[config.mk]
export PLATFORM = sky130hd
export DESIGN_NAME = rlht_cell
export DESIGN_NICKNAME = d
export VERILOG_FILES = /design/src/hdl/rlht_pkg.sv /design/src/hdl/rlht_cell.sv
export SDC_FILE = /design/constraint.sdc
export NUM_CORES = 1
export LEC_CHECK = 0
export ABC_AREA = 1
export BUFFER_PORTS_ARGS = -buffer_cell sky130_fd_sc_hd__clkbuf_2
export CORE_ASPECT_RATIO = 1.1
export CORE_MARGIN = 3
export CORE_UTILIZATION = 37
export DETAILED_ROUTE_END_ITERATION = 8
export PLACE_DENSITY = 0.6
export SLEW_MARGIN = 30
export SYNTH_ARGS = -nofsm -noshare
export SYNTH_HDL_FRONTEND = slang
export SYNTH_SLANG_ARGS = --single-unit
export TNS_END_PERCENT = 5
[constraint.sdc]
create_clock -name clk -period 1.1 [get_ports clk]
set_input_delay 0.275 -clock clk [delete_from_list [all_inputs] [get_ports clk]]
set_output_delay 0.275 -clock clk [all_outputs]
set_load 0.01 [all_outputs]
[src/hdl/rlht_pkg.sv]
// Package for the heading tracker: fixed-point widths, angle constants,
// the atan table and the word handed from cell to cell. No dependencies.
`timescale 1ns / 1ps

package rlht_pkg;

    localparam int X_W = 48;
    localparam int Z_W = 27;
    localparam int ANG_W = 18;
    localparam int PRE_SHIFT = 24;
    localparam int ROUND_SHIFT = 9;
    localparam int MAX_STEPS = 24;
    localparam int ATAN_W = 23;
    localparam int RATE_W = 20;
    localparam int FT_W = 16;
    localparam int YAW_W = 16;
    localparam int LIMIT_W = RATE_W + FT_W;
    localparam int MAG_W = ANG_W - 1;

    localparam logic signed [ANG_W-1:0] HALF_TURN = 18'sd23040;
    localparam logic signed [ANG_W-1:0] FULL_TURN = 18'sd46080;
    localparam logic signed [ANG_W-1:0] THREE_HALF_TURN = 18'sd69120;
    localparam logic signed [ANG_W-1:0] TWO_TURNS = 18'sd92160;

    localparam logic signed [Z_W-1:0] Z_HALF_TURN = 27'sd11796480;
    localparam logic signed [Z_W-1:0] Z_ROUND = 27'sd256;

    localparam logic [RATE_W-1:0] YAW_RATE_RESET = 20'd23040;
    localparam logic YAW_RATE_IDX = 1'b0;

    // atan(2^-i) in 2^-16 degree
    localparam logic [ATAN_W-1:0] ATAN_TABLE [MAX_STEPS] = '{
        23'd2949120, 23'd1740967, 23'd919879, 23'd466945,
        23'd234379, 23'd117304, 23'd58666, 23'd29335,
        23'd14668, 23'd7334, 23'd3667, 23'd1833,
        23'd917, 23'd458, 23'd229, 23'd115,
        23'd57, 23'd29, 23'd14, 23'd7,
        23'd4, 23'd2, 23'd1, 23'd0
    };

    typedef struct packed {
        logic signed [X_W-1:0]   x;
        logic signed [X_W-1:0]   y;
        logic signed [Z_W-1:0]   z;
        logic signed [YAW_W-1:0] cur;
        logic [FT_W-1:0]         ft;
        logic                    aimed;
    } cell_word_t;

endpackage

[src/hdl/rlht_cell.sv]
// One vectoring CORDIC cell: one micro-rotation per word, registered.
// Depends on rlht_pkg.
`timescale 1ns / 1ps

module rlht_cell #(
    parameter int STEP = 0
) (
    input  logic                clk,
    input  logic                rst_n,
    input  logic                in_valid,
    input  rlht_pkg::cell_word_t in_word,
    output logic                out_valid,
    output rlht_pkg::cell_word_t out_word
);

    logic signed [rlht_pkg::X_W-1:0] x_in;
    logic signed [rlht_pkg::X_W-1:0] y_in;
    logic signed [rlht_pkg::X_W-1:0] xs;
    logic signed [rlht_pkg::X_W-1:0] ys;
    logic signed [rlht_pkg::Z_W-1:0] atan_s;
    rlht_pkg::cell_word_t            word_next;
    rlht_pkg::cell_word_t            word_reg;
    logic                            valid_reg;

    always_comb
    begin
        x_in = in_word.x;
        y_in = in_word.y;
        xs = x_in >>> STEP;
        ys = y_in >>> STEP;
        atan_s = {{(rlht_pkg::Z_W - rlht_pkg::ATAN_W){1'b0}}, rlht_pkg::ATAN_TABLE[STEP]};
        word_next = in_word;
        if (y_in > 0)
        begin
            word_next.x = x_in + ys;
            word_next.y = y_in - xs;
            word_next.z = in_word.z + atan_s;
        end
        else if (y_in < 0)
        begin
            word_next.x = x_in - ys;
            word_next.y = y_in + xs;
            word_next.z = in_word.z - atan_s;
        end
    end

    always_ff @(posedge clk or negedge rst_n)
    begin
        if (!rst_n)
        begin
            valid_reg <= 1'b0;
        end
        else
        begin
            valid_reg <= in_valid;
        end
    end

    always_ff @(posedge clk)
    begin
        word_reg <= word_next;
    end

    assign out_valid = valid_reg;
    assign out_word  = word_reg;

endmodule

Yosys cells after proc, flatten, opt, wreduce, memory -nomap -nowiden --
Index checks and enable logic that the tools add are counted.
Storage, ports and cells: register bits 157, output and inout bits 157, input port bits 159, logic and storage cells 16
Operators by class: add/sub/neg operators 5, multiplexer cells 2, magnitude comparators 2
Operator list (count):
- two-way mux 123 bit | 2
- subtractor 48 bit | 2
- adder 48 bit | 1
- > comparator 48 x 1 -> 1 bit (second input constant) | 1
- less-than comparator 48 x 1 -> 1 bit (second input constant) | 1
- adder 27 x 23 -> 27 bit (second input constant) | 1
- subtractor 27 x 23 -> 27 bit (second input constant) | 1

Logic depth before layout (Yosys ltp) --
Gate-level depths: netlist of the first run.
depth in word-level cells 3, mapped depth 18

Least setup slack after synthesis of the first run --
No wires, ideal clock.
path kind in2reg, from in in_word[108] (netlist name), to reg word_reg (netlist bit out_word[140]), path slack -0.907 ns, arrival 1.896 ns, required time 0.988 ns, setup time 0.112 ns, stages 13, cell sequence inv_1 -> ha_1 -> fa_1 -> inv_1 -> nand3_1 -> nand3_1 -> a21oi_1 -> o21bai_1 -> nand2_1 -> nand3_1 -> nand3_1 -> nand2_1 -> nor2_1
RTL lines:
- start: declaration | RTL line rlht_cell.sv:11 | input rlht_pkg::cell_word_t in_word,
- end signal: assignment | RTL line rlht_cell.sv:61 | word_reg <= word_next;
- end: declaration | RTL line rlht_cell.sv:22 | rlht_pkg::cell_word_t word_reg;

==> impl_metrics.toml, run 1 <==
[synth]
synth-seq-cells = 157
postSynthCellCount = 2964
ys.flop_type = "dfxtp_1"
synth_simple_gate_area_share_pct = 40.0
synthMuxAreaShare_pct = 0
yosysMostFrequentCell = "nand2_1"
avgSynthCellArea_sq_um = 5.68
synth_edf_count = 0
synth_top_area_share_pct = 23.0
synthXorXnorAreaFrac_pct = 3.23
ys_seq_area_share_pct = 18.7
syn_area_sq_um = 16800
synthArstFlopShare_pct = 0.637
synthAdderAreaFrac_pct = 12.1
yosysWarnings = 0
yosysUniqueCellTypes = 42
synth_top_family_by_area = "simple AND/OR/NAND/NOR gates"
synth_compound_area_share_pct = 10.2
synthTopCellsByCount = "nand2_1, inv_1, nor2_1, nand3_1, ha_1"
synth_nets = 3284
synth_area_leaders = "nand2_1, dfxtp_1, inv_1, ha_1, nand3_1"
synth_top_area_cell = "nand2_1"

[die]
io_pins = 316
rows = 81
design.die.area_sq_um = 48100
core_sq_um = 44700
die_y_um = 230
die_w_um = 209
initial_core_util_pct = 37.7

[detailed_routing]
drc_errors = 0
vias_per_cell = 4.96
wl_um = 89400
wire_per_inst_um = 19.8
drtAntennaViolNets = 0
first_iter_violations = 1853
vias = 22400
first_pass_iters = 6

[min_path]
hp-class = "input port to flip-flop"
hold_path_depth = 3

[finish]
multiInputGateArea_sq_um = 14000
fillerInstances = 4210
layout-drive-gt1-share_pct = 44.2
syn_to_final_growth_pct = 71.0
fin_area_sq_um = 28800
diodes = 0
seq_area_sq_um = 3260
fin_nets = 4245

[status]
outcome = "finished, violations left"
violations = "setup timing"

[pwr]
seq_power_share_pct = 24.8
pwr-share-clk_pct = 21.2
finalPower_mw = 28.1
leakage_nw = 15.7
powerDensity_nw_per_um2 = 974
power_switching_mw = 11.9
ir_worst_vdd_v = 0.00109
pwr-share-comb_pct = 54.1
internal-power_mw = 16.2
switching_share_pct = 42.3

[clock_tree]
root_buffer = "clkbuf_16"
cts.sinks = 157
cts_max_level = 4
cts_buffer_depth = 2
numCtsBuffers = 17
clk_pin_slew_ns = 0.06
cts_tree = "done"

[global_route]
gr-usage-all-layers_pct = 35.3
overflow = 0
grt_first_pass_wirelength_um = 128000
antenna_found_initial = 0
grt_max_degree = 41
grt_pass1_vias = 21800

[critical_path]
critical_path_class = "input port to flip-flop"
critPathMaxFanout = 4
cp-end-kind = "flip-flop"
critPathLaunch = "in_word[108]"
crit_required_ns = 1.52
worst_setup_path_start_kind = "input port"
crit_path_end = "out_word[124]$_DFF_P_"
crit_arrival_ns = 2.20

[timing]
tightest_slew_ns = 0.584
max_freq_mhz = 562
drv_slew = 0
finalHoldViolations = 0
rsz0062_at_grt = "yes"
period_needed_ns = 1.78
period_share_pct = 162
hold_slack_ns = 0.0992
setup_viol = 264
slew_headroom_pct = 61.1
setup_slack_ns = -0.680

[placement]
placed_cell_area_sq_um = 23900
post-dp-hpwl_um = 72700
io_buffers = 315
routabilityCongestion = 1.07

[run]
drv_cap = 0
worst max-delay path: stages:
cell	delay, ns
clkbuf_16	0.12
buf_12	0.11
inv_12	0.03
ha_4	0.16
fa_2	0.36
inv_2	0.11
nand3_2	0.09
nand3_4	0.11
a21oi_4	0.09
o21bai_4	0.26
buf_6	0.14
xor2_1	0.14
o22ai_1	0.08
nor2_1	0.12
cell usage in the layout (no fill, tap or decap), types with 28 or more instances in the layout:
cell and instances:
inv_1 505, buf_2 63, nand2_2 154, nor2_2 64
nand2_4 50, o21ai_0 41, nand4_1 37, buf_6 125
dfxtp_1 75, dfxtp_2 75, o21ai_1 50, clkbuf_2 162
a21oi_2 61, xor2_1 48, a21oi_1 71, nand3_1 159
nand2_1 857, nor2_1 141, dlygate4sd3_1 52, nand3_2 28
buf_4 576, ha_1 104, nor2_4 89, inv_2 69
ha_4 46
power groups by stage:
stage / combinational, mW / sequential (mW) / clock (mW)
after floorplan: 5.70 / 7.25 / 0
after global placement: 12.2 / 6.89 / 0
after detailed placement: 12.2 / 6.90 / 0
after CTS: 13.7 / 6.83 / 6.05
after global routing: 16.2 / 7.02 / 6.25
final: 15.2 / 6.95 / 5.94
sequential cells by signal, summed over array words and instances (netlist names):
| register | count |
|---|---|
| out_word | 156 |
| out_valid | 1 |
cell type report:
| class | count | share of cell area, % |
|---|---|---|
| Clock buffer | 17 | 1.48 |
| Clock inverter | 15 | 0.447 |
| Inverter | 581 | 7.66 |
| Multi-Input combinational cell | 2152 | 48.5 |
| Sequential cell | 157 | 11.3 |
| Tap cell | 581 | 2.52 |
| Timing Repair Buffer | 1016 | 28.0 |
per-layer routing:
layer  track usage (%)  share of wire (%)  vias up
met5                 0                  0        -
met4              23.9                7.8        0
met3              5.73                6.8      249
met2              58.5                 46      951
met1              41.8                 39    10300
li1                  -                  -    11000
logic make-up (layout without fill, tap and decap cells):
family          count (synthesis)  count (layout)
fa+ha+maj                     161             161
flops                         157             157
simple gates                 1614            1614
xor+xnor                       62              62
compound gates                315             315
buf+inv                       655            1629
metrics by stage:
| stage | setup slack, ns | TNS, ns | util [%] | instances |
|---|---|---|---|---|
| after floorplan | -0.679 | -59.75 | - | 2964 |
| after global placement | -1.54 | -142.33 | 53.5 | 4393 |
| after detailed placement | -1.57 | -145.92 | 53.5 | 4393 |
| after CTS | -0.594 | -71.74 | 60.6 | 4497 |
| after global routing | -0.757 | -84.04 | 64.4 | 4519 |
| final | -0.680 | -73.00 | 64.4 | 4519 |
what timing repair did:
action | in CTS | in global routing
pin swaps | 71 | 104
cloned | 1 | 0
endpoints found under the hold margin | 52 | 0
hold buffers | 52 | 0
setup buffers | 20 | 25
resized for setup | 478 | 578
setup endpoints to repair | 264 | 264
worst min path at each step:
stage	from	to	slack (ns)
2_1_floorplan	rst_n	out_valid$_DFF_PN0_	-0.02
3_3_place_gp	rst_n	out_valid$_DFF_PN0_	0.07
3_5_place_dp	rst_n	out_valid$_DFF_PN0_	0.06
4_1_cts	in_word[56]	out_word[56]$_DFF_P_	0.06
5_1_grt	in_word[58]	out_word[58]$_DFF_P_	0.11
6_report	in_word[58]	out_word[58]$_DFF_P_	0.1
Power figures use the tool's default switching activity.
==> run 2, diff against run 1 <==
CELL_PAD_IN_SITES_DETAIL_PLACEMENT = 1   (was not set)
CELL_PAD_IN_SITES_GLOBAL_PLACEMENT = 2   (was not set)
CORE_UTILIZATION = 31   (was 37)
PLACE_DENSITY = 0.9   (was 0.6)
==> impl_metrics.toml, run 2 <==
[clock_tree]
cts_buffer_depth = 2
root_buffer = "clkbuf_16"
cts_max_level = 4
numCtsBuffers = 17
cts.sinks = 157

[synth]
yosysUniqueCellTypes = 42
yosysMostFrequentCell = "nand2_1"
synth_edf_count = 0
ys.flop_type = "dfxtp_1"
avgSynthCellArea_sq_um = 5.68
synth-seq-cells = 157
syn_area_sq_um = 16800
synthArstFlopShare_pct = 0.637
synth_top_area_cell = "nand2_1"
yosysWarnings = 0
synthTopCellsByCount = "nand2_1, inv_1, nor2_1, nand3_1, ha_1"
postSynthCellCount = 2964
synth_top_area_share_pct = 23.0
ys_seq_area_share_pct = 18.7
synth_nets = 3284
synth_area_leaders = "nand2_1, dfxtp_1, inv_1, ha_1, nand3_1"

[placement]
io_buffers = 315
post-dp-hpwl_um = 82500
placed_cell_area_sq_um = 23700
routabilityCongestion = 1.12

[global_route]
grt_max_degree = 37
overflow = 26
gr-usage-all-layers_pct = 72.4
antenna_found_initial = 23

[die]
die_y_um = 250
io_pins = 316
rows = 88
initial_core_util_pct = 31.7
die_w_um = 228

[timing]
grt_repair_worst_endpoint = "out_word[151]$_DFF_P_/D"
endpoint_type = "register input"

[status]
stop_stage = "global routing"
outcome = "did not finish"
stop_error = "[ERROR GRT-0232] Routing congestion too high. Check the congestion heatmap in the GUI."
run 2: cell counts after synthesis:
Identical to the previous run, type by type.
run 2: logic make-up after synthesis:
kind of cell / synth area share [%]
AOI/OAI and AO/OA: 10.2
buffers and inverters: 15.8
adders and majority gates: 12.1
xor gates and xnor gates: 3.23
DFF: 18.7
and+or+nand+nor: 40.0
run 2: per-stage QoR:
stage                     cells  worst slack, ns
after floorplan            2964           -0.679
after global placement     4496            -1.50
after detailed placement   4496            -1.56
after CTS                  4625           -0.602
run 2: metal layers:
layer  track usage, %  GRT overflow
met2             85.5            15
met4             74.5            10
met5             46.0             1
met3             62.0             0
met1             69.5             0
run 2: what timing repair did:
action / 4_1_cts
hold buffers: 52
endpoints found under the setup margin: 264
buffers inserted: 46
resized for setup: 707
pin swaps: 188
hold endpoints to repair: 52
==> run 3, diff against run 2 <==
CELL_PAD_IN_SITES_DETAIL_PLACEMENT = not set   (was 1)
CELL_PAD_IN_SITES_GLOBAL_PLACEMENT = not set   (was 2)
CORE_ASPECT_RATIO = not set   (was 1.1)
CORE_UTILIZATION = 22   (was 31)
PLACE_DENSITY = not set   (was 0.9)
PLACE_DENSITY_LB_ADDON = 0.15   (was not set)
==> impl_metrics.toml, run 3 (synthesis gave the netlist of run 1 again) <==
[min_path]
hold_path_depth = 3
hp-class = "input port to flip-flop"
worstHoldStart = "in_word[116]"
whs_endpoint = "out_word[116]$_DFF_P_"

[timing]
tightest_slew_ns = 0.596
setup_slack_ns = -0.715
hold_slack_ns = 0.0462
period_share_pct = 165
setup_viol = 264
max_freq_mhz = 551
finalHoldViolations = 0
period_needed_ns = 1.82
rsz0062_at_grt = "yes"
slew_headroom_pct = 60.2
drv_slew = 0

[global_route]
grt_first_pass_wirelength_um = 139000
grt_pass1_vias = 21600
grt_max_degree = 40
gr-usage-all-layers_pct = 24.0
overflow = 0
antenna_found_initial = 0

[die]
die_w_um = 283
die_y_um = 283
core_sq_um = 75100
design.die.area_sq_um = 79900
initial_core_util_pct = 22.4
io_pins = 316
rows = 100

[detailed_routing]
wl_um = 98700
first_pass_iters = 6
wire_per_inst_um = 19.7
vias = 22300
drc_errors = 0
first_iter_violations = 1447
drtAntennaViolNets = 0
vias_per_cell = 4.46

[critical_path]
crit_required_ns = 1.48
crit_arrival_ns = 2.19
worst_setup_path_start_kind = "input port"
critPathMaxFanout = 7
cp-end-kind = "flip-flop"
critical_path_class = "input port to flip-flop"

[run]
drv_cap = 0

[finish]
layout-drive-gt1-share_pct = 47.9
syn_to_final_growth_pct = 81.9
final_cell_mix = "nand2_1, buf_4, inv_1, clkbuf_2, nand2_2"
fin_area_sq_um = 30600
fin_nets = 4346
diodes = 0
largest_register_ff_count = 156
fillerInstances = 8057
final_common_cell = "nand2_1"

[placement]
routabilityCongestion = 0.987
io_buffers = 315
post-dp-hpwl_um = 83400
placed_cell_area_sq_um = 24800
pre_cts_slack_ns = -1.70

[pwr]
ir_worst_vdd_v = 0.00115
powerDensity_nw_per_um2 = 954
leakage_nw = 16.3

[status]
violations = "setup timing"
outcome = "finished, violations left"

[clock_tree]
cts_tree = "done"
numCtsBuffers = 17
clk_pin_slew_ns = 0.07
cts.sinks = 157
cts_max_level = 4
cts_buffer_depth = 2
root_buffer = "clkbuf_16"
run 3: final cells by class:
type,count,area (sq um),area share [%]
sequential,157,3210,10.5
timing repair inverter,1,8.76,0.0286
timing repair buffer,1116,8740,28.5
clock inverter,13,108,0.351
multi-input combinational,2152,14600,47.8
tap,969,1210,3.96
inverter,581,2270,7.40
clock buffer,18,439,1.43
run 3: worst max path at each step:
| stage | slack (ns) | depth (start not counted) | to | start |
|---|---|---|---|---|
| after floorplan | -0.68 | 14 | out_word[132]$_DFF_P_ | in_word[108] |
| after global placement | -1.73 | 13 | out_word[112]$_DFF_P_ | in_word[60] |
| after detailed placement | -1.70 | 12 | out_word[98]$_DFF_P_ | in_word[94] |
| after CTS | -0.63 | 14 | out_word[107]$_DFF_P_ | in_word[92] |
| after global routing | -0.76 | 17 | out_word[149]$_DFF_P_ | in_word[73] |
| final | -0.72 | 14 | out_word[107]$_DFF_P_ | in_word[92] |
run 3: what timing repair did:
item / CTS / global route
hold endpoints to repair: 52 / 0
buffers inserted: 37 / 51
endpoints found under the setup margin: 264 / 264
pin swaps: 122 / 195
hold buffers: 52 / 0
gates cloned: 2 / 0
resized for setup: 587 / 532
run 3: per-stage QoR:
step	TNS [ns]	utilization, %	instances	power, mW
3_5_place_dp	-151.50	33.1	4837	19.9
3_3_place_gp	-160.95	33.1	4837	19.9
2_1_floorplan	-59.75	-	2964	12.9
4_1_cts	-83.06	38.0	4957	28.0
6_report	-77.99	40.8	5007	29.2
5_1_grt	-93.47	40.8	5007	30.9
run 3: worst max-delay path, stage by stage:
cell	delay [ns]
buf_8	0.09
inv_6	0.03
ha_4	0.26
buf_12	0.14
clkinvlp_4	0.16
a21oi_2	0.18
buf_6	0.14
nor2_4	0.04
o21bai_1	0.16
nand2_1	0.13
a21oi_2	0.23
nand4_1	0.17
nand3_1	0.11
nand2_1	0.07
run 3: per-layer routing:
metal  track usage [%]  up-vias  wire length (um)
li1                  -    11200                 -
met1              30.2    10300             43100
met2              42.2      689             47100
met3              3.08      139              5020
met4              7.68        0              3480
met5                 0        -                 0
run 3: power by group:
group	switching (mW)	leakage [nW]	internal, mW
sequential	0.373	1.33	6.53
clock	3.19	0.263	2.99
combinational	9.08	14.7	7.04
==> run 4, diff against run 3 <==
BUFFER_PORTS_ARGS = not set   (was -buffer_cell sky130_fd_sc_hd__clkbuf_2)
DONT_BUFFER_PORTS = 1   (was not set)
==> impl_metrics.toml, run 4 (synthesis gave the netlist of run 1 again) <==
[status]
outcome = "finished, violations left"
violations = "setup timing"

[min_path]
hold_path_depth = 2
worstHoldStart = "in_word[126]"
hp-class = "input port to flip-flop"

[clock_tree]
cts_max_level = 4
cts.sinks = 157
numCtsBuffers = 17
cts_buffer_depth = 2
clk_pin_slew_ns = 0.08
cts_tree = "done"
root_buffer = "clkbuf_16"

[detailed_routing]
drc_errors = 0
first_iter_violations = 1169
vias = 20700
wl_um = 99700
vias_per_cell = 4.49
first_pass_iters = 5
drtAntennaViolNets = 0
wire_per_inst_um = 21.6

[pwr]
pwr-share-comb_pct = 48.6
pwr-share-clk_pct = 23.7
seq_power_share_pct = 27.7
powerDensity_nw_per_um2 = 986
leakage_nw = 14.5
switching_share_pct = 42.2
ir_worst_vdd_v = 0.00116
internal-power_mw = 15.8
power_switching_mw = 11.6

[global_route]
overflow = 0
gr-usage-all-layers_pct = 24.5
grt_max_degree = 35
antenna_found_initial = 3
grt_first_pass_wirelength_um = 140000
grt_pass1_vias = 21100

[timing]
drv_slew = 0
period_needed_ns = 1.72
setup_viol = 235
period_share_pct = 156
tightest_slew_ns = 0.507
fin_setup_tns_ns = -51.74
max_freq_mhz = 583
slew_headroom_pct = 66.2
finalHoldViolations = 0
rsz0062_at_grt = "yes"
setup_slack_ns = -0.616

[finish]
final_cell_mix = "nand2_1, buf_4, inv_1, nand2_2, nand3_1"
instances_no_fill = 4613
layout-drive-gt1-share_pct = 40.9
syn_to_final_growth_pct = 65.2
largest_register_ff_count = 156
diodes = 0
fin_nets = 3951
final_common_cell = "nand2_1"

[critical_path]
crit_buf_inv = 5
crit_required_ns = 1.46
critPathMaxFanout = 5
cp-end-kind = "flip-flop"
cp.depth = 15
worst_setup_path_start_kind = "input port"
critical_path_class = "input port to flip-flop"
critPathLaunch = "in_word[72]"
slowest_stage = "ha_4"
slowest_delay_ns = 0.29
path_cells = "inv_2, ha_4, buf_6, nand2_4, buf_6, nor2_4, buf_6, a21oi_2, buf_4, o21ai_2, nand2_1, nand2_1, nand2_1, nand3_1, nand2_2"
crit_arrival_ns = 2.08
path_delay_family = "simple AND/OR/NAND/NOR gates"

[die]
io_pins = 316
core_sq_um = 75100
die_y_um = 283
design.die.area_sq_um = 79900
rows = 100
die_w_um = 283
initial_core_util_pct = 22.4

[run]
drv_cap = 0

[placement]
io_buffers = 0
post-dp-hpwl_um = 83900
dpl.cell_count = 4437
routabilityCongestion = 0.955
==> run 4: timing repair <==
| item | 4_1_cts | 5_1_grt |
|---|---|---|
| pin swaps | 151 | 62 |
| setup buffers | 40 | 18 |
| resized for setup | 564 | 375 |
| hold buffers | 86 | 0 |
| gates cloned | 2 | 0 |
| endpoints found under the hold margin | 115 | 0 |
| endpoints found under the setup margin | 264 | 264 |
==> run 4: final timing paths <==
path                                    endpoint  slack [ns]
max                         out_word[98]$_DFF_P_       -0.62
min                        out_word[126]$_DFF_P_        0.02
max in group asynchronous    out_valid$_DFF_PN0_        0.48
min in group asynchronous    out_valid$_DFF_PN0_        0.53
==> run 4: cell type report <==
| cell class | count | area [sq um] |
|---|---|---|
| fill | 8187 | 47300 |
| multi-input combinational | 2152 | 14000 |
| timing repair buffer | 722 | 6330 |
| sequential | 157 | 3400 |
| inverter | 581 | 2260 |
| tap | 969 | 1210 |
| clock buffer | 18 | 429 |
| clock inverter | 14 | 175 |
==> run 4: metal layers <==
layer / vias up / global-route usage [%] / part of all wire, %
met4: 0 / 7.77 / 3.1
met5: - / 0 / 0
met3: 96 / 3.31 / 4.8
met2: 590 / 43.7 / 48
met1: 9675 / 30.5 / 44
li1: 10400 / - / -
==> run 4: through the flow <==
stage / power, mW / instance area [sq um] / hold slack (ns) / util (%) / setup slack, ns
after floorplan: 12.9 / 17400 / -0.0206 / - / -0.679
after global placement: 18.5 / 22600 / -0.0206 / 30.1 / -1.47
after detailed placement: 18.4 / 22600 / -0.0206 / 30.1 / -1.42
after CTS: 27.0 / 26700 / -0.0151 / 35.6 / -0.486
after global routing: 29.0 / 27800 / 0.000625 / 37.1 / -0.639
final: 27.4 / 27800 / 0.0220 / 37.1 / -0.616
==> run 4: power by group through the flow <==
stage	sequential, mW	combinational (mW)	clock (mW)
floorplan	7.25	5.70	0
global placement	7.60	10.9	0
detailed placement	7.58	10.8	0
CTS	7.45	12.8	6.77
global route	7.70	14.3	6.98
finish	7.59	13.3	6.50
