--- src/hdl/rlht_pkg.sv ---
// Package for the heading tracker: fixed-point widths, angle constants,
// the atan table and the word handed from cell to cell. No dependencies.
`timescale 1ns / 1ps

package rlht_pkg;

    localparam int X_W = 48;
    localparam int Z_W = 27;
    localparam int ANG_W = 18;
    localparam int PRE_SHIFT = 24;
    localparam int ROUND_SHIFT = 9;
    localparam int MAX_STEPS = 24;
    localparam int ATAN_W = 23;
    localparam int RATE_W = 20;
    localparam int FT_W = 16;
    localparam int YAW_W = 16;
    localparam int LIMIT_W = RATE_W + FT_W;
    localparam int MAG_W = ANG_W - 1;

    localparam logic signed [ANG_W-1:0] HALF_TURN = 18'sd23040;
    localparam logic signed [ANG_W-1:0] FULL_TURN = 18'sd46080;
    localparam logic signed [ANG_W-1:0] THREE_HALF_TURN = 18'sd69120;
    localparam logic signed [ANG_W-1:0] TWO_TURNS = 18'sd92160;

    localparam logic signed [Z_W-1:0] Z_HALF_TURN = 27'sd11796480;
    localparam logic signed [Z_W-1:0] Z_ROUND = 27'sd256;

    localparam logic [RATE_W-1:0] YAW_RATE_RESET = 20'd23040;
    localparam logic YAW_RATE_IDX = 1'b0;

    // atan(2^-i) in 2^-16 degree
    localparam logic [ATAN_W-1:0] ATAN_TABLE [MAX_STEPS] = '{
        23'd2949120, 23'd1740967, 23'd919879, 23'd466945,
        23'd234379, 23'd117304, 23'd58666, 23'd29335,
        23'd14668, 23'd7334, 23'd3667, 23'd1833,
        23'd917, 23'd458, 23'd229, 23'd115,
        23'd57, 23'd29, 23'd14, 23'd7,
        23'd4, 23'd2, 23'd1, 23'd0
    };

    typedef struct packed {
        logic signed [X_W-1:0]   x;
        logic signed [X_W-1:0]   y;
        logic signed [Z_W-1:0]   z;
        logic signed [YAW_W-1:0] cur;
        logic [FT_W-1:0]         ft;
        logic                    aimed;
    } cell_word_t;

endpackage

--- src/hdl/rlht_prep.sv ---
// Entry stage: offsets, aim check and half-plane pre-rotation, registered.
// Depends on rlht_pkg.
`timescale 1ns / 1ps

module rlht_prep (
    input  logic                       clk,
    input  logic                       rst_n,
    input  logic                       accept,
    input  logic signed [19:0]         actor_x,
    input  logic signed [19:0]         actor_y,
    input  logic signed [19:0]         target_x,
    input  logic signed [19:0]         target_y,
    input  logic                       target_valid,
    input  logic signed [rlht_pkg::YAW_W-1:0] current_yaw,
    input  logic [rlht_pkg::FT_W-1:0]  frame_time,
    output logic                       out_valid,
    output rlht_pkg::cell_word_t       out_word
);

    localparam int D_W = 21;

    logic signed [D_W-1:0]           dx;
    logic signed [D_W-1:0]           dy;
    logic signed [rlht_pkg::X_W-1:0] x0;
    logic signed [rlht_pkg::X_W-1:0] y0;
    rlht_pkg::cell_word_t            word_next;
    rlht_pkg::cell_word_t            word_reg;
    logic                            valid_reg;

    always_comb
    begin
        dx = {target_x[19], target_x} - {actor_x[19], actor_x};
        dy = {target_y[19], target_y} - {actor_y[19], actor_y};
        x0 = {{(rlht_pkg::X_W - D_W - rlht_pkg::PRE_SHIFT){dx[D_W-1]}}, dx,
              {rlht_pkg::PRE_SHIFT{1'b0}}};
        y0 = {{(rlht_pkg::X_W - D_W - rlht_pkg::PRE_SHIFT){dy[D_W-1]}}, dy,
              {rlht_pkg::PRE_SHIFT{1'b0}}};
        word_next.cur   = current_yaw;
        word_next.ft    = frame_time;
        word_next.aimed = target_valid && ((dx != '0) || (dy != '0));
        if (dx[D_W-1])
        begin
            // rotate into the right half-plane
            word_next.x = -x0;
            word_next.y = -y0;
            word_next.z = dy[D_W-1] ? -rlht_pkg::Z_HALF_TURN : rlht_pkg::Z_HALF_TURN;
        end
        else
        begin
            word_next.x = x0;
            word_next.y = y0;
            word_next.z = '0;
        end
    end

    always_ff @(posedge clk or negedge rst_n)
    begin
        if (!rst_n)
        begin
            valid_reg <= 1'b0;
        end
        else
        begin
            valid_reg <= accept;
        end
    end

    always_ff @(posedge clk)
    begin
        word_reg <= word_next;
    end

    assign out_valid = valid_reg;
    assign out_word  = word_reg;

endmodule

--- config.mk ---
export PLATFORM = sky130hd
export DESIGN_NAME = rlht_prep
export DESIGN_NICKNAME = d
export VERILOG_FILES = /design/src/hdl/rlht_pkg.sv /design/src/hdl/rlht_prep.sv
export SDC_FILE = /design/constraint.sdc
export NUM_CORES = 1
export LEC_CHECK = 0
export BUFFER_PORTS_ARGS = -buffer_cell sky130_fd_sc_hd__buf_2
export CAP_MARGIN = 20
export CORE_MARGIN = 2
export CORE_UTILIZATION = 52
export CTS_BUF_LIST = sky130_fd_sc_hd__clkbuf_4 sky130_fd_sc_hd__clkbuf_8
export CTS_CLUSTER_SIZE = 40
export DETAILED_ROUTE_END_ITERATION = 10
export PLACE_DENSITY_LB_ADDON = 0.3
export SYNTH_ARGS = -nofsm -noshare
export SYNTH_HDL_FRONTEND = slang
export SYNTH_SLANG_ARGS = --single-unit
--- constraint.sdc ---
create_clock -name clk -period 1.1 [get_ports clk]
set_clock_uncertainty 0.1 [all_clocks]
set_input_delay 0.055 -clock clk [delete_from_list [all_inputs] [get_ports clk]]
set_output_delay 0.055 -clock clk [all_outputs]
set_load 0.02 [all_outputs]
==> results of run 1 <==
[synth_stat cells, drive strengths merged, types with 4 or more instances]
cell	n
a21o	8
nor2b	5
nor3	16
buf	74
nand4	6
a31oi	10
nand3	12
xor2	17
ha	42
o31ai	8
or2	6
clkbuf	10
a21boi	4
o41ai	4
nor4	7
nand2b	8
a211oi	6
nand2	51
a21oi	46
o2111ai	5
or4	4
o21bai	4
and2	5
nor2	36
xnor2	37
o21ai	41
and3	7
o21a	8
o211ai	5
dfxtp	84
a2111oi	5
inv	59
[per-layer routing]
| layer | GRT usage, % | GRT overflow |
|---|---|---|
| met1 | 83.4 | 4 |
| met2 | 121 | 486 |
| met3 | 65.5 | 6 |
| met5 | 12.5 | 0 |
| met4 | 110 | 167 |
[timing repair]
item | CTS
resized for setup | 110
cloned | 1
endpoints found under the hold margin | 37
pin swaps | 54
endpoints found under the setup margin | 50
buffers inserted | 19
hold buffers | 38
[kinds of logic after synthesis]
kind of cell,count (synthesis),synth area share [%]
XOR/XNOR,54,8.32
adder cells (fa/ha/maj),44,9.95
buffers and inverters,143,14.7
AO/OA/AOI/OAI,178,21.2
AND/OR/NAND/NOR,178,15.7
other,1,0.0660
flip-flops,85,30.0
[through the flow]
stage | instance area, um^2 | hold slack (ps) | cells | TNS, ps
detailed placement | 8340 | -269 | 1200 | -78930
global placement | 8340 | -270 | 1200 | -77220
floorplan | 6380 | -341 | 751 | -59440
CTS | 9620 | 51.9 | 1274 | -59710
==> results.json, run 1 <==
{
  "start_util_pct": 52.9,
  "yosysSeqAreaShare_pct": 30.0,
  "grt_use_total_pct": 91.9,
  "io_pins": 273,
  "cts_inserted_buffers": 9,
  "dp_hpwl_mm": 14.0,
  "yosys.area.top_type": "dfxtp_1",
  "syn_area_mm2": 0.00568,
  "synthCells": 683,
  "flow.stopped_at": "global routing (5_1_grt)",
  "grt-ovfl-total": 663,
  "synthFlopType": "dfxtp_1",
  "outcome": "did not finish",
  "worstEndpointGrtRepair": "out_word[0]$_DFF_P_/D",
  "cts_max_path_buffers": 2,
  "worstEpCategory": "sequential cell input",
  "synth_area_leaders": "dfxtp_1 (30%), buf_4 (9.5%), ha_1 (9.2%)",
  "die_width_um": 109,
  "cts.sinks": 85,
  "portBuffers": 206,
  "fp.dieH_um": 109,
  "cts.htree.levels": 3,
  "rows": 38,
  "firstError": "[ERROR GRT-0232] Routing congestion too high. Check the congestion heatmap in the GUI.",
  "pre_cts_slack_ps": -2070,
  "place.gp.congestion": 0.907,
  "synth_top_cell_area_share_pct": 29.6,
  "synth_edf_count": 0,
  "syn_area_per_cell_um2": 8.32,
  "grt_max_degree": 16,
  "synth.distinct_cells": 72,
  "synth-seq-cells": 85,
  "cts-root-buf": "clkbuf_8",
  "postSynth.asyncResetShare_pct": 1.18,
  "ys.warnings.count": 0
}
==> inputs of run 2 (changes only) <==
--- a/config.mk
+++ b/config.mk
@@ -8,11 +8,9 @@
 export BUFFER_PORTS_ARGS = -buffer_cell sky130_fd_sc_hd__buf_2
 export CAP_MARGIN = 20
 export CORE_MARGIN = 2
-export CORE_UTILIZATION = 52
-export CTS_BUF_LIST = sky130_fd_sc_hd__clkbuf_4 sky130_fd_sc_hd__clkbuf_8
-export CTS_CLUSTER_SIZE = 40
+export CORE_UTILIZATION = 39
 export DETAILED_ROUTE_END_ITERATION = 10
-export PLACE_DENSITY_LB_ADDON = 0.3
+export PLACE_DENSITY_LB_ADDON = 0.15
 export SYNTH_ARGS = -nofsm -noshare
 export SYNTH_HDL_FRONTEND = slang
 export SYNTH_SLANG_ARGS = --single-unit
==> run 2 against run 1 <==
The flow now finishes, with violations (negative setup slack). Synthesized cell count did not move. Area after synthesis did not move.
==> results.json, run 2 <==
{
  "outcome": "finished, violations left",
  "violations": "negative setup slack",
  "yosysSeqAreaShare_pct": 30.0,
  "grt_pass1_wl_mm": 28.4,
  "drive_above_1_share_pct": 51.3,
  "power_density_mw_per_mm2": 1390,
  "dp_cells": 1252,
  "critPathCaptureType": "flip-flop",
  "ant_nets": 0,
  "yosys.area.top_type": "dfxtp_1",
  "die-area_mm2": 0.0156,
  "final_hold_viol_count": 0,
  "tightest_slew_ps": 603,
  "grt_max_degree": 15,
  "grt_use_total_pct": 22.2,
  "finish.utilization_pct": 71.1,
  "path_common_cell": "buf_4",
  "cts-root-buf": "clkbuf_16",
  "vias_per_cell": 4.68,
  "drt_iter0_markers": 236,
  "nNetsFinal": 1305,
  "wl_per_cell_um": 13.6,
  "synth_top_cell_area_share_pct": 29.6,
  "portBuffers": 206,
  "dr.pass1.iters": 5,
  "routed_wl_mm": 18.1,
  "synthFlopType": "dfxtp_1",
  "grt_pass1_vias": 5925,
  "start_util_pct": 39.6,
  "irDropWorstVdd_uv": 819,
  "ys.warnings.count": 0,
  "setup.worst_path.class": "in -> reg",
  "synth_edf_count": 0,
  "p_leak_uw": 0.00502,
  "tritoncts": "yes",
  "hold_slack_ps": 72.9,
  "rsz0062_at_grt": "true",
  "syn_area_mm2": 0.00568,
  "io_pins": 273,
  "synth-seq-cells": 85,
  "clkTransAtPathRegs_ps": 60,
  "grt-ovfl-total": 0,
  "critPathMaxStageDelay_ps": 330,
  "synth_area_leaders": "dfxtp_1 (30%), buf_4 (9.5%), ha_1 (9.2%)",
  "syn_to_final_growth_pct": 79.8,
  "rows": 44,
  "cp-start-kind": "input port",
  "fp.dieH_um": 125,
  "final_common_cell": "buf_2",
  "final_cell_mix": "buf_2 (202), buf_4 (198), dfxtp_1 (83)",
  "synth.distinct_cells": 72,
  "min_path_cells": 5,
  "synthCells": 683,
  "cts.sinks": 85,
  "crit_slowest_cell": "fa_2",
  "drc_errors": 0,
  "crit_required_ps": 1280,
  "clock.fmax_ghz": 0.367,
  "cts_inserted_buffers": 9,
  "pre_cts_slack_ps": -2070,
  "netlist_top_cells_count": "dfxtp_1 (84), buf_4 (72), inv_1 (59)",
  "die_width_um": 125,
  "largest_reg_flops": 84,
  "postSynth.asyncResetShare_pct": 1.18,
  "antenna_found_initial": 0,
  "cts.htree.levels": 3,
  "maxSlewHeadroom_pct": 59.7,
  "hold_class": "in -> reg",
  "place.gp.congestion": 0.882,
  "fin_ws_ps": -1630,
  "core-area_mm2": 0.0144,
  "cts_max_path_buffers": 2,
  "period_minus_slack_ps": 2730,
  "dp_hpwl_mm": 13.5,
  "synth_most_common_cell": "dfxtp_1",
  "slew_violations": 0,
  "vias": 6249,
  "fin_crit_sh_pct": 248,
  "final_cell_count_no_fill": 1334,
  "antennaDiodeCount": 0,
  "setup-violations-final": 47,
  "cp.arrival_ps": 2910,
  "tns_ps": -64620,
  "worstPathMaxFanout": 4,
  "path_cells": "buf_8, inv_8, ha_4, fa_2, nand2b_4, a21bo_4, buf_6, a211o_2, o211ai_1, nor3b_4, buf_4, nand4_1, buf_4, o41ai_4, xnor2_1",
  "cap_violations": 0,
  "syn_area_per_cell_um2": 8.32
}
## run 2: worst paths after layout
kind | from | end
min in group asynchronous | rst_n | out_valid
hold / removal | actor_y[0] | out_word[85]
setup / recovery | target_y[0] | out_word[103]
max in group asynchronous | rst_n | out_valid
## run 2: repair_timing
| action | in CTS | in global routing |
|---|---|---|
| buffers inserted | 13 | 15 |
| hold buffers | 38 | 0 |
| resized for setup | 101 | 65 |
| cloned | 1 | 0 |
| endpoints found under the setup margin | 52 | 47 |
| pin swaps | 60 | 40 |
| hold endpoints to repair | 37 | 0 |
## run 2: metal layers
metal	track usage, %	share of wire (%)	vias up
met3	3.87	6.0	20
met2	38.3	48	202
met4	6.87	1.8	0
met1	28.2	44	2843
met5	0	0	-
li1	-	-	3184
## run 2: kinds of logic after synthesis
family	count (synthesis)	share of synthesized area, %
compound gates	178	21.2
xor+xnor	54	8.32
fa+ha+maj	44	9.95
buf+inv	143	14.7
flops	85	30.0
other cells	1	0.0660
simple gates	178	15.7
## run 2: final cells by class
type	instances	area [um^2]
clock buffer	11	243
clock inverter	5	57.6
fill	1123	4150
inverter	59	246
multi-input combinational	523	4470
sequential	85	1710
tap	184	230
timing repair buffer	467	3270
## run 2: report_power, final
group	switching [uW]	internal, uW
logic	3830	3300
registers	164	3700
clock network	1340	1830
## run 2: critical path, delay by kind of cell
| kind | cells | cell delay (ps) |
|---|---|---|
| AND/OR/NAND/NOR | 3 | 630 |
| adder cells (fa/ha/maj) | 2 | 470 |
| buffers and inverters | 5 | 610 |
| XOR/XNOR | 1 | 150 |
| AO/OA/AOI/OAI | 4 | 1000 |
## run 2: metrics by stage
| step | cell area (um^2) | power, uW |
|---|---|---|
| 2_1_floorplan | 6380 | 7520 |
| 3_3_place_gp | 8450 | 9770 |
| 3_5_place_dp | 8450 | 9800 |
| 4_1_cts | 9770 | 13700 |
| 5_1_grt | 10200 | 14900 |
| 6_report | 10200 | 14200 |
(Power assumes the default switching activity.)
==> inputs of run 3 (changes only) <==
--- a/config.mk
+++ b/config.mk
@@ -10,6 +10,7 @@
 export CORE_MARGIN = 2
 export CORE_UTILIZATION = 39
 export DETAILED_ROUTE_END_ITERATION = 10
+export MAX_ROUTING_LAYER = met4
 export PLACE_DENSITY_LB_ADDON = 0.15
 export SYNTH_ARGS = -nofsm -noshare
 export SYNTH_HDL_FRONTEND = slang
==> run 3 against run 2 <==
The flow still finishes with violations (negative setup slack). Worst hold slack worse by 26 ps. Utilization is 0.22 points higher. Power is 1.5% lower. Sequential cell count stayed put. Critical endpoint is now out_word[0]. Largest cell class unchanged. Non-clock buffer count is 7 lower. Via count is 0.74% higher.
==> results.json, run 3 (synthesized netlist as in run 2, its figures left out) <==
{
  "fillers": 1136,
  "period_minus_slack_ps": 2750,
  "critPathCaptureType": "flip-flop",
  "finish.utilization_pct": 71.3,
  "syn_to_final_growth_pct": 80.4,
  "power_uw": 13900,
  "p_leak_uw": 0.00500,
  "drc_errors": 0,
  "final_cell_count_no_fill": 1327,
  "cts.sinks": 85,
  "grt-ovfl-total": 0,
  "clock.fmax_ghz": 0.364,
  "cap_violations": 0,
  "nNetsFinal": 1298,
  "routed_wl_mm": 18.7,
  "placed_area_mm2": 0.00842,
  "ant_nets": 0,
  "clockPowerShare_pct": 20.7,
  "grt_pass1_wl_mm": 29.6,
  "setup.worst_path.class": "in -> reg",
  "fp.dieH_um": 125,
  "fin_area_mm2": 0.0102,
  "power_switching_uw": 5340,
  "tightest_slew_ps": 491,
  "final_cell_mix": "buf_2 (202), buf_4 (191), dfxtp_1 (83)",
  "dp_cells": 1246,
  "grt_pass1_vias": 6158,
  "outcome": "finished, violations left",
  "wl_per_cell_um": 14.1,
  "violations": "negative setup slack",
  "path_cells": "buf_8, inv_8, ha_4, fa_2, nand2b_4, a21bo_4, a211oi_4, nor3_2, a2bb2oi_2, or4_4, or4_4, o41a_1",
  "die_width_um": 125,
  "irDropWorstVdd_uv": 785,
  "worstPathMaxFanout": 2,
  "io_pins": 273,
  "critPathMaxStageDelay_ps": 530,
  "core-area_mm2": 0.0144,
  "min_path_cells": 5,
  "antennaDiodeCount": 0,
  "final_common_cell": "buf_2",
  "crit_required_ps": 1230,
  "cts.htree.levels": 3,
  "vias_per_cell": 4.74,
  "final_hold_viol_count": 0,
  "combPwrFrac_pct": 51.6,
  "clkTransAtPathRegs_ps": 70,
  "hold_end": "out_word[85]",
  "seq_power_share_pct": 27.7,
  "grt_use_total_pct": 23.8,
  "grt_max_degree": 15,
  "drive_above_1_share_pct": 51.2,
  "tns_ps": -59990,
  "min_from": "actor_y[0]",
  "cts_max_path_buffers": 2,
  "maxSlewHeadroom_pct": 66.9,
  "largest_reg_flops": 84,
  "portBuffers": 206,
  "cp.arrival_ps": 2880,
  "crit_slowest_cell": "or4_4",
  "dr.pass1.iters": 5,
  "hold_class": "in -> reg",
  "rsz0062_at_grt": "true",
  "antenna_found_initial": 0,
  "cp-start-kind": "input port",
  "slew_violations": 0,
  "place.gp.congestion": 0.889,
  "vias": 6295,
  "power_density_mw_per_mm2": 1360,
  "rows": 44,
  "drt_iter0_markers": 224,
  "start_util_pct": 39.6,
  "switching_share_pct": 38.3,
  "fin_crit_sh_pct": 250,
  "cts_inserted_buffers": 9,
  "fin_ws_ps": -1650,
  "die-area_mm2": 0.0156,
  "cts-root-buf": "clkbuf_16",
  "tritoncts": "yes",
  "setup-violations-final": 47,
  "dp_hpwl_mm": 13.4,
  "path_common_cell": "or4_4",
  "p_int_uw": 8600
}
==> run 3: how the worst max path moves through the flow <==
stage,end,start,slack (ps)
final,out_word[0],target_y[0],-1650
after global routing,out_word[0],target_y[0],-1720
after CTS,out_word[0],target_y[0],-1650
after detailed placement,out_word[0],target_y[0],-2090
after global placement,out_word[0],target_y[0],-2020
after floorplan,out_word[0],target_y[0],-1970
==> run 3: area by class of cell <==
class                           instances  area [um^2]  share of cell area (%)
Sequential cell                        85         1710                    16.7
Timing Repair Buffer                  460         3250                    31.7
Tap cell                              184          230                    2.25
Clock buffer                           13          250                    2.44
Clock inverter                          3         21.3                   0.208
Inverter                               59          251                    2.45
Multi-Input combinational cell        523         4540                    44.3
==> run 3: worst max-delay path, delay by kind of cell <==
family | cells | cell delay, ps
simple gates | 4 | 1270
compound gates | 4 | 930
fa+ha+maj | 2 | 510
buf+inv | 2 | 110
==> run 3: power by group through the flow <==
stage	Sequential, uW	Clock (uW)	Combinational, uW
CTS	3860	2930	6720
global placement	3930	0	5820
floorplan	4720	0	2800
finish	3860	2880	7200
global route	3920	3060	7690
detailed placement	3920	0	5860
==> run 3: per-layer routing <==
layer | track usage [%] | part of all wire [%]
met1 | 28.6 | 43
met2 | 40.7 | 49
met3 | 3.78 | 5.5
met4 | 7.80 | 2.0
met5 | - | 0
==> run 3: stage by stage <==
stage               setup slack [ps]  hold slack (ps)
global route                   -1720             67.8
floorplan                      -1970             -341
global placement               -2020             -270
detailed placement             -2090             -269
finish                         -1650             47.3
CTS                            -1650             59.9
==> run 3: repair_timing <==
item | 4_1_cts | 5_1_grt
resized for setup | 107 | 71
endpoints found under the hold margin | 37 | 0
cloned | 3 | 0
setup buffers | 15 | 11
hold buffers | 38 | 0
setup endpoints to repair | 52 | 47
pin swaps | 42 | 38
==> inputs of run 4 (changes only) <==
--- a/config.mk
+++ b/config.mk
@@ -7,11 +7,14 @@
 export LEC_CHECK = 0
 export BUFFER_PORTS_ARGS = -buffer_cell sky130_fd_sc_hd__buf_2
 export CAP_MARGIN = 20
+export CELL_PAD_IN_SITES_DETAIL_PLACEMENT = 1
+export CELL_PAD_IN_SITES_GLOBAL_PLACEMENT = 1
 export CORE_MARGIN = 2
-export CORE_UTILIZATION = 39
+export CORE_UTILIZATION = 36
 export DETAILED_ROUTE_END_ITERATION = 10
 export MAX_ROUTING_LAYER = met4
 export PLACE_DENSITY_LB_ADDON = 0.15
+export SETUP_SLACK_MARGIN = 0.02
 export SYNTH_ARGS = -nofsm -noshare
 export SYNTH_HDL_FRONTEND = slang
 export SYNTH_SLANG_ARGS = --single-unit
==> run 4 against run 3 <==
Largest power group unchanged. Global-route usage grew 12 points. Fmax shrank 18%. Wire length grew to 2.5 times the previous value. Worst hold slack lost 0.91 ps. Critical path type unchanged. Sequential share of layout area shrank 0.50 points. Utilization shrank 2.1 points. The run still ends with negative setup slack left. Count of clock-buffer cells in the layout shrank 4. Sequential cell count is the same.
==> results.json, run 4 (synthesized netlist as in run 2, its figures left out) <==
{
  "outcome": "finished, violations left",
  "violations": "negative setup slack",
  "fillers": 1760,
  "crit_slowest_cell": "nor3_2",
  "ant_nets": 0,
  "nNetsFinal": 1310,
  "power_switching_uw": 7900,
  "vias_per_cell": 6.42,
  "dr.pass1.iters": 6,
  "cp.depth": 15,
  "seq_power_share_pct": 24.0,
  "rows": 45,
  "cts.sinks": 85,
  "tns_ps": -86060,
  "tritoncts": "yes",
  "tightest_slew_ps": 875,
  "dp_hpwl_mm": 17.5,
  "hold_class": "in -> reg",
  "place.gp.congestion": 0.927,
  "grt_max_degree": 18,
  "syn_to_final_growth_pct": 86.6,
  "p_int_uw": 8990,
  "irDropWorstVdd_uv": 1100,
  "cts_inserted_buffers": 9,
  "cap_violations": 0,
  "clkTransAtPathRegs_ps": 110,
  "final_common_cell": "buf_4",
  "grt_pass1_vias": 8053,
  "regArea_mm2": 0.00171,
  "clockPowerShare_pct": 22.3,
  "fin_area_mm2": 0.0106,
  "portBuffers": 206,
  "io_pins": 273,
  "largest_reg_flops": 84,
  "fin_crit_sh_pct": 305,
  "final_cell_mix": "buf_4 (206), buf_2 (193), dfxtp_1 (80)",
  "critPathMaxStageDelay_ps": 560,
  "pre_cts_slack_ps": -2160,
  "critPathLaunch": "actor_x[4]",
  "setup.worst_path.class": "in -> reg",
  "cts_max_path_buffers": 2,
  "multi_input_area_mm2": 0.00468,
  "combPwrFrac_pct": 53.7,
  "cpLargestDelayFamily": "compound AO/OA/AOI/OAI gates",
  "critical_path_buf_inv_count": 6,
  "cts.htree.levels": 3,
  "wl_per_cell_um": 34.1,
  "setup-violations-final": 75,
  "path_cells": "buf_2, inv_6, ha_4, buf_4, o211ai_1, buf_4, a21oi_4, o22ai_1, a221oi_4, buf_4, o21ai_0, buf_4, nor3_2, nor2_4, xor2_2",
  "fp.dieH_um": 130,
  "worstPathMaxFanout": 9,
  "placed_area_mm2": 0.00848,
  "final_cell_count_no_fill": 1379,
  "path_common_cell": "buf_4",
  "antenna_found_initial": 10,
  "vias": 8847,
  "crit_path_end": "out_word[142]",
  "dp_cells": 1276,
  "rsz0062_at_grt": "true",
  "cts-root-buf": "clkbuf_16",
  "grt-ovfl-total": 0,
  "power_density_mw_per_mm2": 1590,
  "grt_use_total_pct": 36.2,
  "cp.arrival_ps": 3550,
  "drt_iter0_markers": 1225,
  "final_hold_viol_count": 0,
  "start_util_pct": 37.1,
  "maxSlewHeadroom_pct": 41.1,
  "drc_errors": 0,
  "p_leak_uw": 0.00512,
  "period_minus_slack_ps": 3360,
  "critPathCaptureType": "flip-flop",
  "fin_ws_ps": -2260,
  "crit_required_ps": 1290,
  "die_width_um": 130,
  "switching_share_pct": 46.8,
  "clock.fmax_ghz": 0.298,
  "grt_pass1_wl_mm": 45.2,
  "drive_above_1_share_pct": 54.0,
  "core-area_mm2": 0.0153,
  "routed_wl_mm": 47.0,
  "cp-start-kind": "input port",
  "die-area_mm2": 0.0168,
  "slew_violations": 0
}
[run 4: cell count changes in the layout (fill, tap and decap cells not counted), moves of 7 or more]
cell / change
buf_4: +15
diode_2: +13
buf_2: -9
a21oi_1: -7
buf_6: +7
[run 4: routing by layer]
layer	share of wire [%]	up-vias	GRT usage (%)
met1	30	4049	37.3
met5	0	-	-
met3	14	531	7.89
met2	43	1049	64.5
met4	12	0	18.7
li1	-	3218	-
[run 4: cell type report]
| cell class | instances | share of cell area [%] |
|---|---|---|
| Sequential cell | 85 | 16.2 |
| Timing Repair Buffer | 472 | 31.6 |
| Clock inverter | 7 | 0.861 |
| Tap cell | 211 | 2.49 |
| Clock buffer | 9 | 2.12 |
| Inverter | 59 | 2.30 |
| Antenna cell | 13 | 0.307 |
| Multi-Input combinational cell | 523 | 44.1 |
[run 4: power by group through the flow]
stage / clock, uW / combinational (uW) / sequential [uW]
finish: 3770 / 9070 / 4060
CTS: 3350 / 7060 / 3880
global placement: 0 / 5870 / 3910
detailed placement: 0 / 6040 / 3930
global route: 3810 / 9170 / 4080
floorplan: 0 / 2800 / 4720
[run 4: worst min-delay path by stage]
stage	to	cells after the start	slack, ps	from
final	out_word[85]	5	50	actor_y[0]
after floorplan	out_valid	0	-340	rst_n
after CTS	out_word[85]	5	90	actor_y[0]
after detailed placement	out_valid	1	-270	rst_n
after global routing	out_word[85]	5	50	actor_y[0]
after global placement	out_valid	1	-270	rst_n
[run 4: stage by stage]
step	hold WS (ps)	utilization, %	power [uW]
after floorplan	-341	-	7520
final	46.4	69.2	16900
after global routing	54.6	69.2	17000
after global placement	-269	55.4	9770
after CTS	89.0	65.9	14300
after detailed placement	-267	55.4	9980
[run 4: what timing repair did]
item	in CTS	in global routing
buffers inserted	24	27
cloned	2	0
pin swaps	53	50
endpoints found under the setup margin	53	59
hold buffers	38	0
hold endpoints to repair	37	0
gates resized for setup	142	107
[run 4: tightest hold or removal path, delay by kind of cell]
kind / cells / cell delay [ps]
buf+inv: 1 / 70
compound gates: 1 / 40
fa+ha+maj: 2 / 290
simple gates: 1 / 50
